`src/rbq_pkg.sv`:
```
// ---------------------------------------------------------------------------
// rbq_pkg
// Shared field widths, request and status codes, and the result beat type
// of the ring buffer integer queue.
// ---------------------------------------------------------------------------
`default_nettype none

package rbq_pkg;

  localparam int KIND_W   = 3;
  localparam int DATA_W   = 32;
  localparam int STATUS_W = 2;
  localparam int FIDX_W   = 4;
  localparam int COUNT_W  = 5;
  localparam int CAP_W    = 5;

  localparam logic [CAP_W-1:0] CAP_RESET = 5'd16;

  // request kinds
  localparam logic [KIND_W-1:0] KIND_ENQ    = 3'd0;
  localparam logic [KIND_W-1:0] KIND_DEQ    = 3'd1;
  localparam logic [KIND_W-1:0] KIND_PEEK   = 3'd2;
  localparam logic [KIND_W-1:0] KIND_CLEAR  = 3'd3;
  localparam logic [KIND_W-1:0] KIND_SEARCH = 3'd4;

  // result status codes
  localparam logic [STATUS_W-1:0] ST_OK       = 2'd0;
  localparam logic [STATUS_W-1:0] ST_FULL     = 2'd1;
  localparam logic [STATUS_W-1:0] ST_EMPTY    = 2'd2;
  localparam logic [STATUS_W-1:0] ST_NOTFOUND = 2'd3;

  // one result beat
  typedef struct packed {
    logic [COUNT_W-1:0]  count;
    logic [FIDX_W-1:0]   found_index;
    logic [DATA_W-1:0]   data_out;
    logic [STATUS_W-1:0] status;
  } out_beat_t;

endpackage

`default_nettype wire

```
`src/rbq_ram.sv`:
```
// ---------------------------------------------------------------------------
// rbq_ram
// Generic single-write, single-read RAM with a registered read port.
// ---------------------------------------------------------------------------
`default_nettype none

module rbq_ram #(
  parameter int WIDTH = 32,
  parameter int DEPTH = 16
) (
  input  wire logic                     clk,
  input  wire logic                     wr_en,
  input  wire logic [$clog2(DEPTH)-1:0] wr_addr,
  input  wire logic [WIDTH-1:0]         wr_data,
  input  wire logic [$clog2(DEPTH)-1:0] rd_addr,
  output logic      [WIDTH-1:0]         rd_data
);

  logic [WIDTH-1:0] mem [DEPTH];

  // write port
  always_ff @(posedge clk) begin
    if (wr_en) begin
      mem[wr_addr] <= wr_data;
    end
  end

  // registered read port
  always_ff @(posedge clk) begin
    rd_data <= mem[rd_addr];
  end

endmodule

`default_nettype wire

```
`src/ring_buffer_int_queue_top.sv`:
```
// ---------------------------------------------------------------------------
// ring_buffer_int_queue_top
// Circular FIFO of signed 32-bit words with enqueue, dequeue, peek, clear
// and search requests; a sequencer walks the storage RAM for search.
// ---------------------------------------------------------------------------
// Result path: enqueue, clear, unknown kinds and requests refused on a full or empty
//   queue register their result from the input beat; dequeue and peek pass through
//   the registered RAM read and S_READ; search compares the entries in S_SCAN.
// Throughput: one request at a time; a new beat is taken once the sequencer
//   is idle and the result register is empty or being drained.
// Reset: rst_n (synchronous, active low) empties the queue and sets the
//   capacity to 16; storage contents are not cleared.
`default_nettype none

module ring_buffer_int_queue_top
  import rbq_pkg::*;
#(
  parameter int DEPTH = 16
) (
  input  wire logic        clk,
  input  wire logic        rst_n,
  // configuration: capacity
  input  wire logic        cfg_we,
  input  wire logic [4:0]  cfg_wdata,   // [4:0] capacity
  // request channel
  input  wire logic        in_tvalid,
  output logic             in_tready,
  input  wire logic [31:0] in_tdata,    // [31:0] value
  input  wire logic [2:0]  in_tuser,    // [2:0] kind
  // result channel
  output logic             out_tvalid,
  input  wire logic        out_tready,
  output logic [47:0]      out_tdata,   // [31:0] data_out, [35:32] found_index,
                                        // [40:36] count, [47:41] zero
  output logic [1:0]       out_tuser    // [1:0] status
);

  localparam int PW = $clog2(DEPTH);
  localparam int CW = $clog2(DEPTH + 1);

  // sequencer states
  localparam logic [1:0] S_IDLE = 2'd0;
  localparam logic [1:0] S_READ = 2'd1;
  localparam logic [1:0] S_SCAN = 2'd2;

  logic [1:0]        state_r, state_nxt;
  logic [PW-1:0]     head_r, head_nxt;
  logic [PW-1:0]     tail_r, tail_nxt;
  logic [CW-1:0]     occ_r, occ_nxt;
  logic [CAP_W-1:0]  cap_r;
  logic [PW-1:0]     scan_addr_r, scan_addr_nxt;
  logic [PW-1:0]     cmp_addr_r, cmp_addr_nxt;
  logic [CW-1:0]     issued_r, issued_nxt;
  logic [DATA_W-1:0] key_r, key_nxt;
  out_beat_t         out_r, out_nxt;
  logic              out_valid_r, out_valid_nxt;

  logic [CW-1:0]     cap_eff;
  logic              in_fire;
  logic              out_free;
  logic              out_load;
  logic [KIND_W-1:0] kind;
  logic [DATA_W-1:0] value;

  logic              ram_we;
  logic [PW-1:0]     ram_rd_addr;
  logic [DATA_W-1:0] ram_rd_data;

  // next index around the active region
  function automatic logic [PW-1:0] adv(input logic [PW-1:0] idx,
                                        input logic [CW-1:0] cap);
    logic [CW-1:0] inc;
    inc = CW'(idx) + CW'(1);
    return (inc >= cap) ? '0 : PW'(inc);
  endfunction

  assign kind     = in_tuser;
  assign value    = in_tdata;
  assign out_free = !out_valid_r || out_tready;
  assign in_tready = (state_r == S_IDLE) && out_free;
  assign in_fire  = in_tvalid && in_tready;

  // effective capacity: zero acts as one, clipped to DEPTH
  always_comb begin
    if (cap_r == '0) begin
      cap_eff = CW'(1);
    end else if (32'(cap_r) > 32'(DEPTH)) begin
      cap_eff = CW'(DEPTH);
    end else begin
      cap_eff = CW'(cap_r);
    end
  end

  // storage
  assign ram_we      = in_fire && (kind == KIND_ENQ) && (occ_r < cap_eff);
  assign ram_rd_addr = (state_r == S_SCAN) ? scan_addr_r : head_r;

  rbq_ram #(
    .WIDTH (DATA_W),
    .DEPTH (DEPTH)
  ) u_store (
    .clk     (clk),
    .wr_en   (ram_we),
    .wr_addr (tail_r),
    .wr_data (value),
    .rd_addr (ram_rd_addr),
    .rd_data (ram_rd_data)
  );

  // sequencer and pointer update
  always_comb begin
    state_nxt     = state_r;
    head_nxt      = head_r;
    tail_nxt      = tail_r;
    occ_nxt       = occ_r;
    scan_addr_nxt = scan_addr_r;
    cmp_addr_nxt  = cmp_addr_r;
    issued_nxt    = issued_r;
    key_nxt       = key_r;
    out_load      = 1'b0;
    out_nxt       = '0;

    unique case (state_r)
      S_IDLE: begin
        if (in_fire) begin
          unique case (kind)
            KIND_ENQ: begin
              out_load = 1'b1;
              if (occ_r >= cap_eff) begin
                out_nxt.status = ST_FULL;
                out_nxt.count  = COUNT_W'(occ_r);
              end else begin
                tail_nxt       = adv(tail_r, cap_eff);
                occ_nxt        = occ_r + CW'(1);
                out_nxt.count  = COUNT_W'(occ_r + CW'(1));
              end
            end
            KIND_DEQ, KIND_PEEK: begin
              if (occ_r == '0) begin
                out_load       = 1'b1;
                out_nxt.status = ST_EMPTY;
              end else begin
                // RAM read of head is under way; S_READ loads the word into the result
                state_nxt = S_READ;
                if (kind == KIND_DEQ) begin
                  head_nxt = adv(head_r, cap_eff);
                  occ_nxt  = occ_r - CW'(1);
                end
              end
            end
            KIND_CLEAR: begin
              out_load = 1'b1;
              head_nxt = '0;
              tail_nxt = '0;
              occ_nxt  = '0;
            end
            KIND_SEARCH: begin
              if (occ_r == '0) begin
                out_load       = 1'b1;
                out_nxt.status = ST_NOTFOUND;
              end else begin
                // head is read now; next address queued behind it
                state_nxt     = S_SCAN;
                key_nxt       = value;
                cmp_addr_nxt  = head_r;
                scan_addr_nxt = adv(head_r, cap_eff);
                issued_nxt    = CW'(1);
              end
            end
            default: begin
              out_load      = 1'b1;
              out_nxt.count = COUNT_W'(occ_r);
            end
          endcase
        end
      end
      S_READ: begin
        out_load         = 1'b1;
        out_nxt.data_out = ram_rd_data;
        out_nxt.count    = COUNT_W'(occ_r);
        state_nxt        = S_IDLE;
      end
      S_SCAN: begin
        // shared compare: RAM word of cmp_addr against the key
        if (ram_rd_data == key_r) begin
          out_load            = 1'b1;
          out_nxt.found_index = FIDX_W'(cmp_addr_r);
          out_nxt.count       = COUNT_W'(occ_r);
          state_nxt           = S_IDLE;
        end else if (issued_r == occ_r) begin
          out_load       = 1'b1;
          out_nxt.status = ST_NOTFOUND;
          out_nxt.count  = COUNT_W'(occ_r);
          state_nxt      = S_IDLE;
        end else begin
          cmp_addr_nxt  = scan_addr_r;
          scan_addr_nxt = adv(scan_addr_r, cap_eff);
          issued_nxt    = issued_r + CW'(1);
        end
      end
      default: begin
        state_nxt = S_IDLE;
      end
    endcase
  end

  // result register
  always_comb begin
    if (out_load) begin
      out_valid_nxt = 1'b1;
    end else if (out_tready) begin
      out_valid_nxt = 1'b0;
    end else begin
      out_valid_nxt = out_valid_r;
    end
  end

  // control registers; a capacity write empties the queue
  always_ff @(posedge clk) begin
    if (!rst_n) begin
      state_r     <= S_IDLE;
      head_r      <= '0;
      tail_r      <= '0;
      occ_r       <= '0;
      cap_r       <= CAP_RESET;
      out_valid_r <= 1'b0;
    end else begin
      state_r     <= state_nxt;
      out_valid_r <= out_valid_nxt;
      if (cfg_we) begin
        cap_r  <= cfg_wdata;
        head_r <= '0;
        tail_r <= '0;
        occ_r  <= '0;
      end else begin
        head_r <= head_nxt;
        tail_r <= tail_nxt;
        occ_r  <= occ_nxt;
      end
    end
  end

  // scan and payload registers
  always_ff @(posedge clk) begin
    scan_addr_r <= scan_addr_nxt;
    cmp_addr_r  <= cmp_addr_nxt;
    issued_r    <= issued_nxt;
    key_r       <= key_nxt;
    if (out_load) begin
      out_r <= out_nxt;
    end
  end

  assign out_tvalid = out_valid_r;
  assign out_tuser  = out_r.status;
  assign out_tdata  = {7'd0, out_r.count, out_r.found_index, out_r.data_out};

endmodule

`default_nettype wire
```
`config.mk`:
```
export PLATFORM = sky130hd
export DESIGN_NAME = ring_buffer_int_queue_top
export DESIGN_NICKNAME = d
export VERILOG_FILES = /design/src/rbq_pkg.sv /design/src/rbq_ram.sv /design/src/ring_buffer_int_queue_top.sv
export SDC_FILE = /design/constraint.sdc
export NUM_CORES = 1
export LEC_CHECK = 0
export BUFFER_PORTS_ARGS = -buffer_cell sky130_fd_sc_hd__buf_2
export CORE_UTILIZATION = 50
export DETAILED_ROUTE_END_ITERATION = 7
export PLACE_DENSITY = 0.67
export REMOVE_ABC_BUFFERS = 1
export SLEW_MARGIN = 10
export SYNTH_ARGS = -nofsm -noshare
export SYNTH_HDL_FRONTEND = slang
export SYNTH_SLANG_ARGS = --single-unit
```
`constraint.sdc`:
```
create_clock -name clk -period 5.8 [get_ports clk]
set_input_delay 1.16 -clock clk [delete_from_list [all_inputs] [get_ports clk]]
set_output_delay 1.16 -clock clk [all_outputs]
set_load 0.005 [all_outputs]
```
## Word-level counts from Yosys, hierarchy flattened

Memory sizes are Yosys's and may differ from the RTL's. A register that Yosys moved wholly into a read port is not among the register bits.
Cells that the tools add are included.

| word-level totals | value |
|---|---|
| memories kept | 1 |
| register bits | 109 |
| output and inout bits | 52 |
| memory bits (writable) | 512 |
| logic and storage cells | 138 |

| operators by class | value |
|---|---|
| order comparisons | 6 |
| multiplexer cells | 63 |
| equality and inequality tests | 20 |
| reductions and logical operators | 26 |
| bitwise logic cells | 2 |
| add/subtract/negate cells | 6 |

Memories:

| memory | words | width | rd ports | clocked after Yosys merged registers in | wr ports | line | text |
|---|---|---|---|---|---|---|---|
| u_store.mem | 16 | 32 | 1 | 1 | 1 | rbq_ram.sv:19 | `logic [WIDTH-1:0] mem [DEPTH];` |

Operators by type and width:

| cell | count |
|---|---|
| 2-to-1 mux 4 bit | 17 |
| 2-to-1 mux 5 bit | 13 |
| equality test 32 bit | 1 |
| one-hot mux 4 bit (2 select lines) | 4 |
| one-hot mux 5 bit (3 select lines) | 2 |
| greater-or-equal comparator 5 bit | 4 |
| 2-to-1 mux 2 bit | 10 |
| one-hot mux 5 bit (2 select lines) | 2 |
| adder 4 x 1 -> 5 bit (second input constant) | 3 |
| AND reduction 5 bit | 3 |
| != test 2 bit (second input constant) | 7 |
| one-hot mux 2 bit (2 select lines) | 3 |
| adder 5 x 1 -> 5 bit (second input constant) | 2 |
| logical NOT 5 bit | 2 |
| 2-to-1 mux 1 bit | 10 |
| AND reduction 4 bit | 2 |
| nonzero test 2 bit | 4 |
| equality test 3 x 2 -> 1 bit (second input constant) | 2 |
| != test 3 x 1 -> 1 bit (second input constant) | 2 |
| != test 3 bit (second input constant) | 2 |
| one-hot mux 2 bit (3 select lines) | 1 |
| AND reduction 6 bit | 1 |
| equality test 5 bit | 1 |
| greater-than comparator 5 bit (second input constant) | 1 |
| 19 further kinds | 24 |

## Depth between registers and ports, before layout

| depth | value |
|---|---|
| word-level depth | 9 |
| gate-level depth with buffers | 11 |
| gate-level depth less buffers | 10 |

## Hierarchy

Synthesis repeated with hierarchy kept, for this count alone.

| unflattened totals | value |
|---|---|
| cell total of the unflattened synthesis | 1315 |
| area total of the unflattened synthesis | 25378.1 sq um |

By module, submodules not included:

| module | area an instance (sq um) | cells each | times used |
|---|---|---|---|
| rbq_ram | 19835.3 | 838 | 1 |
| ring_buffer_int_queue_top | 5542.8 | 477 | 1 |

## Worst setup path before layout

Ideal clock, no wire load.

| timing | value |
|---|---|
| kind | input -> register |
| start | input port in_tuser[0] |
| end | register cmp_addr_r[0] (enable) |
| stages | 6 |
| data required time | 5.399 ns |
| arrival time | 5.102 ns |
| setup slack | 0.297 ns |
| cells stage by stage | clkbuf_1 -> or2_0 -> clkbuf_1 -> nor3_1 -> nor2_1 -> nor3_1 |

| on the way | value |
|---|---|
| longest elaborated chain between the ends | 3 |

Ends and longest elaborated chain:

| item | line | text |
|---|---|---|
| start: declaration | ring_buffer_int_queue_top.sv:29 | `input wire logic [2:0] in_tuser,` |
| equality test 3 bit | ring_buffer_int_queue_top.sv:126 | `unique case (kind)` |
| != test 2 x 1 -> 1 bit (no source line) | n/a |  |
| AND reduction 6 bit (no source line) | n/a |  |
| end signal: assignment | ring_buffer_int_queue_top.sv:246 | `cmp_addr_r <= cmp_addr_nxt;` |
| end: declaration | ring_buffer_int_queue_top.sv:52 | `logic [PW-1:0] cmp_addr_r, cmp_addr_nxt;` |

Every way passes these cells.
A chain may end at the register's enable or synchronous reset.

## Worst setup path in the final report

| timing | value |
|---|---|
| start | register key_r[26] |
| end | register out_r, in the netlist out_tdata[17] (enable) |

| on the way | value |
|---|---|
| longest elaborated chain between the ends | 3 |

Ends and longest elaborated chain:

| item | line | text |
|---|---|---|
| start: declaration | ring_buffer_int_queue_top.sv:54 | `logic [DATA_W-1:0] key_r, key_nxt;` |
| start signal: assignment | ring_buffer_int_queue_top.sv:248 | `key_r <= key_nxt;` |
| equality test 32 bit | ring_buffer_int_queue_top.sv:185 | `if (ram_rd_data == key_r) begin` |
| 2-to-1 mux 1 bit | ring_buffer_int_queue_top.sv:185 |  |
| one-hot mux 1 bit (3 select lines) | ring_buffer_int_queue_top.sv:123 | `unique case (state_r)` |
| named net out_load | ring_buffer_int_queue_top.sv:61 | `logic out_load;` |
| end signal: assignment | ring_buffer_int_queue_top.sv:250 | `out_r <= out_nxt;` |
| end: declaration | ring_buffer_int_queue_top.sv:55 | `out_beat_t out_r, out_nxt;` |

The timed path passes the listed nets, and every way through them passes these cells.

==> insert_results.sql <==
INSERT INTO impl_metrics (metric_group, metric, value, unit) VALUES
('synthesis', 'yosys_most_used_dff', 'sky130_fd_sc_hd__edfxtp_1', ''),
('synthesis', 'syn_inst', '1866', ''),
('routing', 'ant_nets', '0', ''),
('final_layout', 'area_growth_syn_to_layout', '12.59', '%'),
('power_and_ir_drop', 'vdd.ir_drop.worst', '0.2129', 'mV'),
('die', 'io-pin-count', '97', ''),
('routing', 'detail_route.wl_per_cell', '23.92', 'um'),
('placement', 'place.detailed.hpwl', '37.72', 'mm'),
('setup_path', 'required', '6070', 'ps'),
('sta', 'fin_worst_hold_slack', '505.9', 'ps'),
('synthesis', 'yosys-top-cells-area', 'sky130_fd_sc_hd__edfxtp_1 68%, sky130_fd_sc_hd__nand2_1 4.1%, sky130_fd_sc_hd__dfxtp_1 4.0%', ''),
('sta', 'finalCritPeriodShare', '0.6493', ''),
('routing', 'avgViaCountPerCell', '5.968', ''),
('clock_network', 'cts_hold_buffers', '0', ''),
('setup_path', 'worst_ep_arrival_time', '4040', 'ps'),
('final_layout', 'finalNonFillerCells', '2680', ''),
('sta', 'hold_viol', '0', ''),
('setup_path', 'critical_path.startpoint_type', 'flip-flop', ''),
('setup_path', 'end_kind', 'flip-flop', ''),
('setup_path', 'timing.reg2reg.setup_slack', '2030', 'ps'),
('setup_path', 'startpoint', 'key_r[26]', ''),
('sta', 'tightest_slew', '1118', 'ps'),
('clock_network', 'cts_setup_buffers', '0', ''),
('sta', 'setup_repair_after_global_routing_missed_its_margin', 'no', ''),
('global_routing', 'grt_antenna_before_repair', '1', ''),
('synthesis', 'yosysWarnings', '0', ''),
('setup_path', 'critPathTopFamily', 'simple AND/OR/NAND/NOR gates', ''),
('setup_path', 'timing.critical_path.slowest_cell_delay', '780', 'ps'),
('synthesis', 'async_flop_share', '0', ''),
('clock_network', 'clockRootBuffer', 'sky130_fd_sc_hd__clkbuf_16', ''),
('die', 'die_area', '54010', 'um^2'),
('outcome', 'status', 'finished, final reports clean', ''),
('die', 'die_height', '232.4', 'um'),
('synthesis', 'syn-cell-area', '26540', 'um^2'),
('placement', 'placedCellCount', '2554', ''),
('synthesis', 'synth_sequential_area_ratio', '0.7188', ''),
('final_layout', 'layout_cell_share_with_drive_strength_beyond_1', '0.1432', ''),
('synthesis', 'edff_count_synth', '600', ''),
('power_and_ir_drop', 'power.static_leakage', '10.09', 'nW'),
('die', 'die_w', '232.4', 'um'),
('routing', 'drt_pass1_iterations', '7', ''),
('synthesis', 'synth.lib_cells_used.distinct', '60', ''),
('global_routing', 'global_route_wire_length_before_repair', '95.18', 'mm'),
('setup_path', 'rr_startpoint', 'key_r[26]', ''),
('routing', 'remaining_drc_errors', '0', ''),
('sta', 'slew-limit-headroom', '0.2529', ''),
('synthesis', 'yosysTopAreaCellShare', '0.6789', ''),
('setup_path', 'critical_setup_path_class', 'reg2reg', ''),
('setup_path', 'rr_worst_depth', '7', ''),
('sta', 'clock_skew', '26.93', 'ps'),
('placement', 'numPortBuffers', '89', ''),
('final_layout', 'fin_nets', '2009', ''),
('global_routing', 'global_route.overflow_total', '0', ''),
('sta', 'final-max-slew-violation-count', '0', ''),
('die', 'placement_rows', '84', ''),
('synthesis', 'post_synth.cell_area_avg', '14.22', 'um^2'),
('die', 'design.core.area', '52550', 'um^2'),
('clock_network', 'cts_buffer_depth', '3', ''),
('setup_path', 'worstPathCellList', 'xnor2_1 -> nand4_1 -> nor4_1 -> and4_1 -> or3_1 -> nand2b_2 -> buf_4', ''),
('clock_network', 'clk_pin_slew', '60', 'ps'),
('global_routing', 'grt_max_degree', '161', ''),
('sta', 'final.min_clock_period', '3766', 'ps'),
('synthesis', 'synth_largest_area_cell', 'sky130_fd_sc_hd__edfxtp_1', ''),
('clock_network', 'insertion_delay', '610', 'ps'),
('setup_path', 'cp_num_buf_inv', '1', ''),
('clock_network', 'cts_resized', '0', ''),
('clock_network', 'cts.htree.levels', '3', ''),
('run', 'drv_cap', '0', ''),
('setup_path', 'timing.critical_path.to', 'out_tdata[17]', ''),
('sta', 'fmaxAchievable', '265.6', 'MHz'),
('synthesis', 'synth_seq_cells', '653', '');
-- per-stage QoR --
step	util	power [mW]	setup TNS (ps)	worst slack, ps	area (um^2)
floorplan	-	5.372	-13950	-435.7	26000
global placement	0.5280	5.516	0	1881	27740
detailed placement	0.5280	5.521	0	1838	27740
CTS	0.5685	9.642	0	2081	29880
global route	0.5685	9.838	0	1873	29880
finish	0.5686	9.588	0	2034	29880
-- flip-flops by register name, indices dropped and copies added, names as in the netlist, 5 cells and up --
signal and count:
issued_r 5, key_r 32, out_tdata 41, u_store.mem 512
occ_r 5, cap_r 5, u_store.rd_data 32
-- worst min-delay path by stage --
stage | from | to | slack (ps) | cells after the start
finish | head_r[2] | head_r[2] | 510 | 2
global route | head_r[2] | head_r[2] | 540 | 2
CTS | head_r[2] | head_r[2] | 510 | 2
detailed placement | head_r[2] | head_r[2] | 500 | 2
global placement | head_r[2] | head_r[2] | 490 | 2
floorplan | head_r[3] | head_r[3] | 470 | 2
-- layer usage --
metal / vias to the layer above / track usage / part of all wire
li1: 7167 / - / -
met1: 8059 / 0.3628 / 0.44
met2: 686 / 0.3525 / 0.45
met3: 82 / 0.03958 / 0.085
met4: 0 / 0.07257 / 0.022
met5: - / 0 / 0
-- area by class of cell --
cell class / count / area (um^2)
multi-input cells: 1043 / 6923
repair buffers: 116 / 673.1
diodes: 2 / 5.005
fillers: 4193 / 22670
inverters: 54 / 207.7
clock buffers: 98 / 1948
well taps: 688 / 860.8
clock inverters: 26 / 185.2
flip-flops and latches: 653 / 19080
-- layout by cell type (no fill, tap or decap), types with 40 or more instances in the layout --
cell type                   count
sky130_fd_sc_hd__and2_1        40
sky130_fd_sc_hd__buf_2         89
sky130_fd_sc_hd__a211oi_1      98
sky130_fd_sc_hd__edfxtp_1     600
sky130_fd_sc_hd__dfxtp_1       52
sky130_fd_sc_hd__inv_1         51
sky130_fd_sc_hd__nand2_1      288
sky130_fd_sc_hd__xnor2_1       40
sky130_fd_sc_hd__clkbuf_16     71
sky130_fd_sc_hd__mux2_2        42
sky130_fd_sc_hd__nand3_1       77
-- cell usage after synthesis, drive strengths merged (2+ instances only) --
| master | number |
|---|---|
| nand3b | 3 |
| or3 | 8 |
| o21ai | 15 |
| buf | 48 |
| clkbuf | 74 |
| o211ai | 2 |
| xor2 | 8 |
| nand4 | 10 |
| nand3 | 77 |
| a311oi | 32 |
| a311o | 32 |
| a21o | 9 |
| inv | 54 |
| dfxtp | 53 |
| a21oi | 26 |
| and3b | 2 |
| o22ai | 35 |
| nor3 | 12 |
| and3 | 4 |
| nor2b | 9 |
| o21bai | 2 |
| nor3b | 6 |
| edfxtp | 600 |
| o31ai | 5 |
| a211oi | 98 |
| xnor2 | 40 |
| ha | 29 |
| nor2 | 38 |
| o2bb2ai | 4 |
| nand2b | 11 |
| nor4 | 6 |
| a211o | 2 |
| nand2 | 288 |
| mux2 | 65 |
| a31oi | 35 |
| mux2i | 38 |
| and2 | 72 |
-- cell families after synthesis --
family,synth area share
xor gates and xnor gates,0.01584
other,0.0001413
adders and majority gates,0.01367
and+or+nand+nor,0.09598
muxes,0.04191
DFF,0.7188
AOI/OAI and AO/OA,0.08491
buffers and inverters,0.02871
-- worst register-to-register path, stage by stage (launching register included) --
cell                       delay, ps
sky130_fd_sc_hd__edfxtp_1        390
sky130_fd_sc_hd__xnor2_1         170
sky130_fd_sc_hd__nand4_1         300
sky130_fd_sc_hd__nor4_1          720
sky130_fd_sc_hd__and4_1          400
sky130_fd_sc_hd__or3_1           280
sky130_fd_sc_hd__nand2b_2        780
sky130_fd_sc_hd__buf_4           410
-- report_power, final --
part | internal (mW) | leakage [nW] | switching [mW]
logic | 0.0664 | 3.16 | 0.173
registers | 5.17 | 5.90 | 0.0170
clock network | 2.39 | 1.04 | 1.77
total | 7.63 | 10.1 | 1.96
Power figures use the tool's default switching activity.
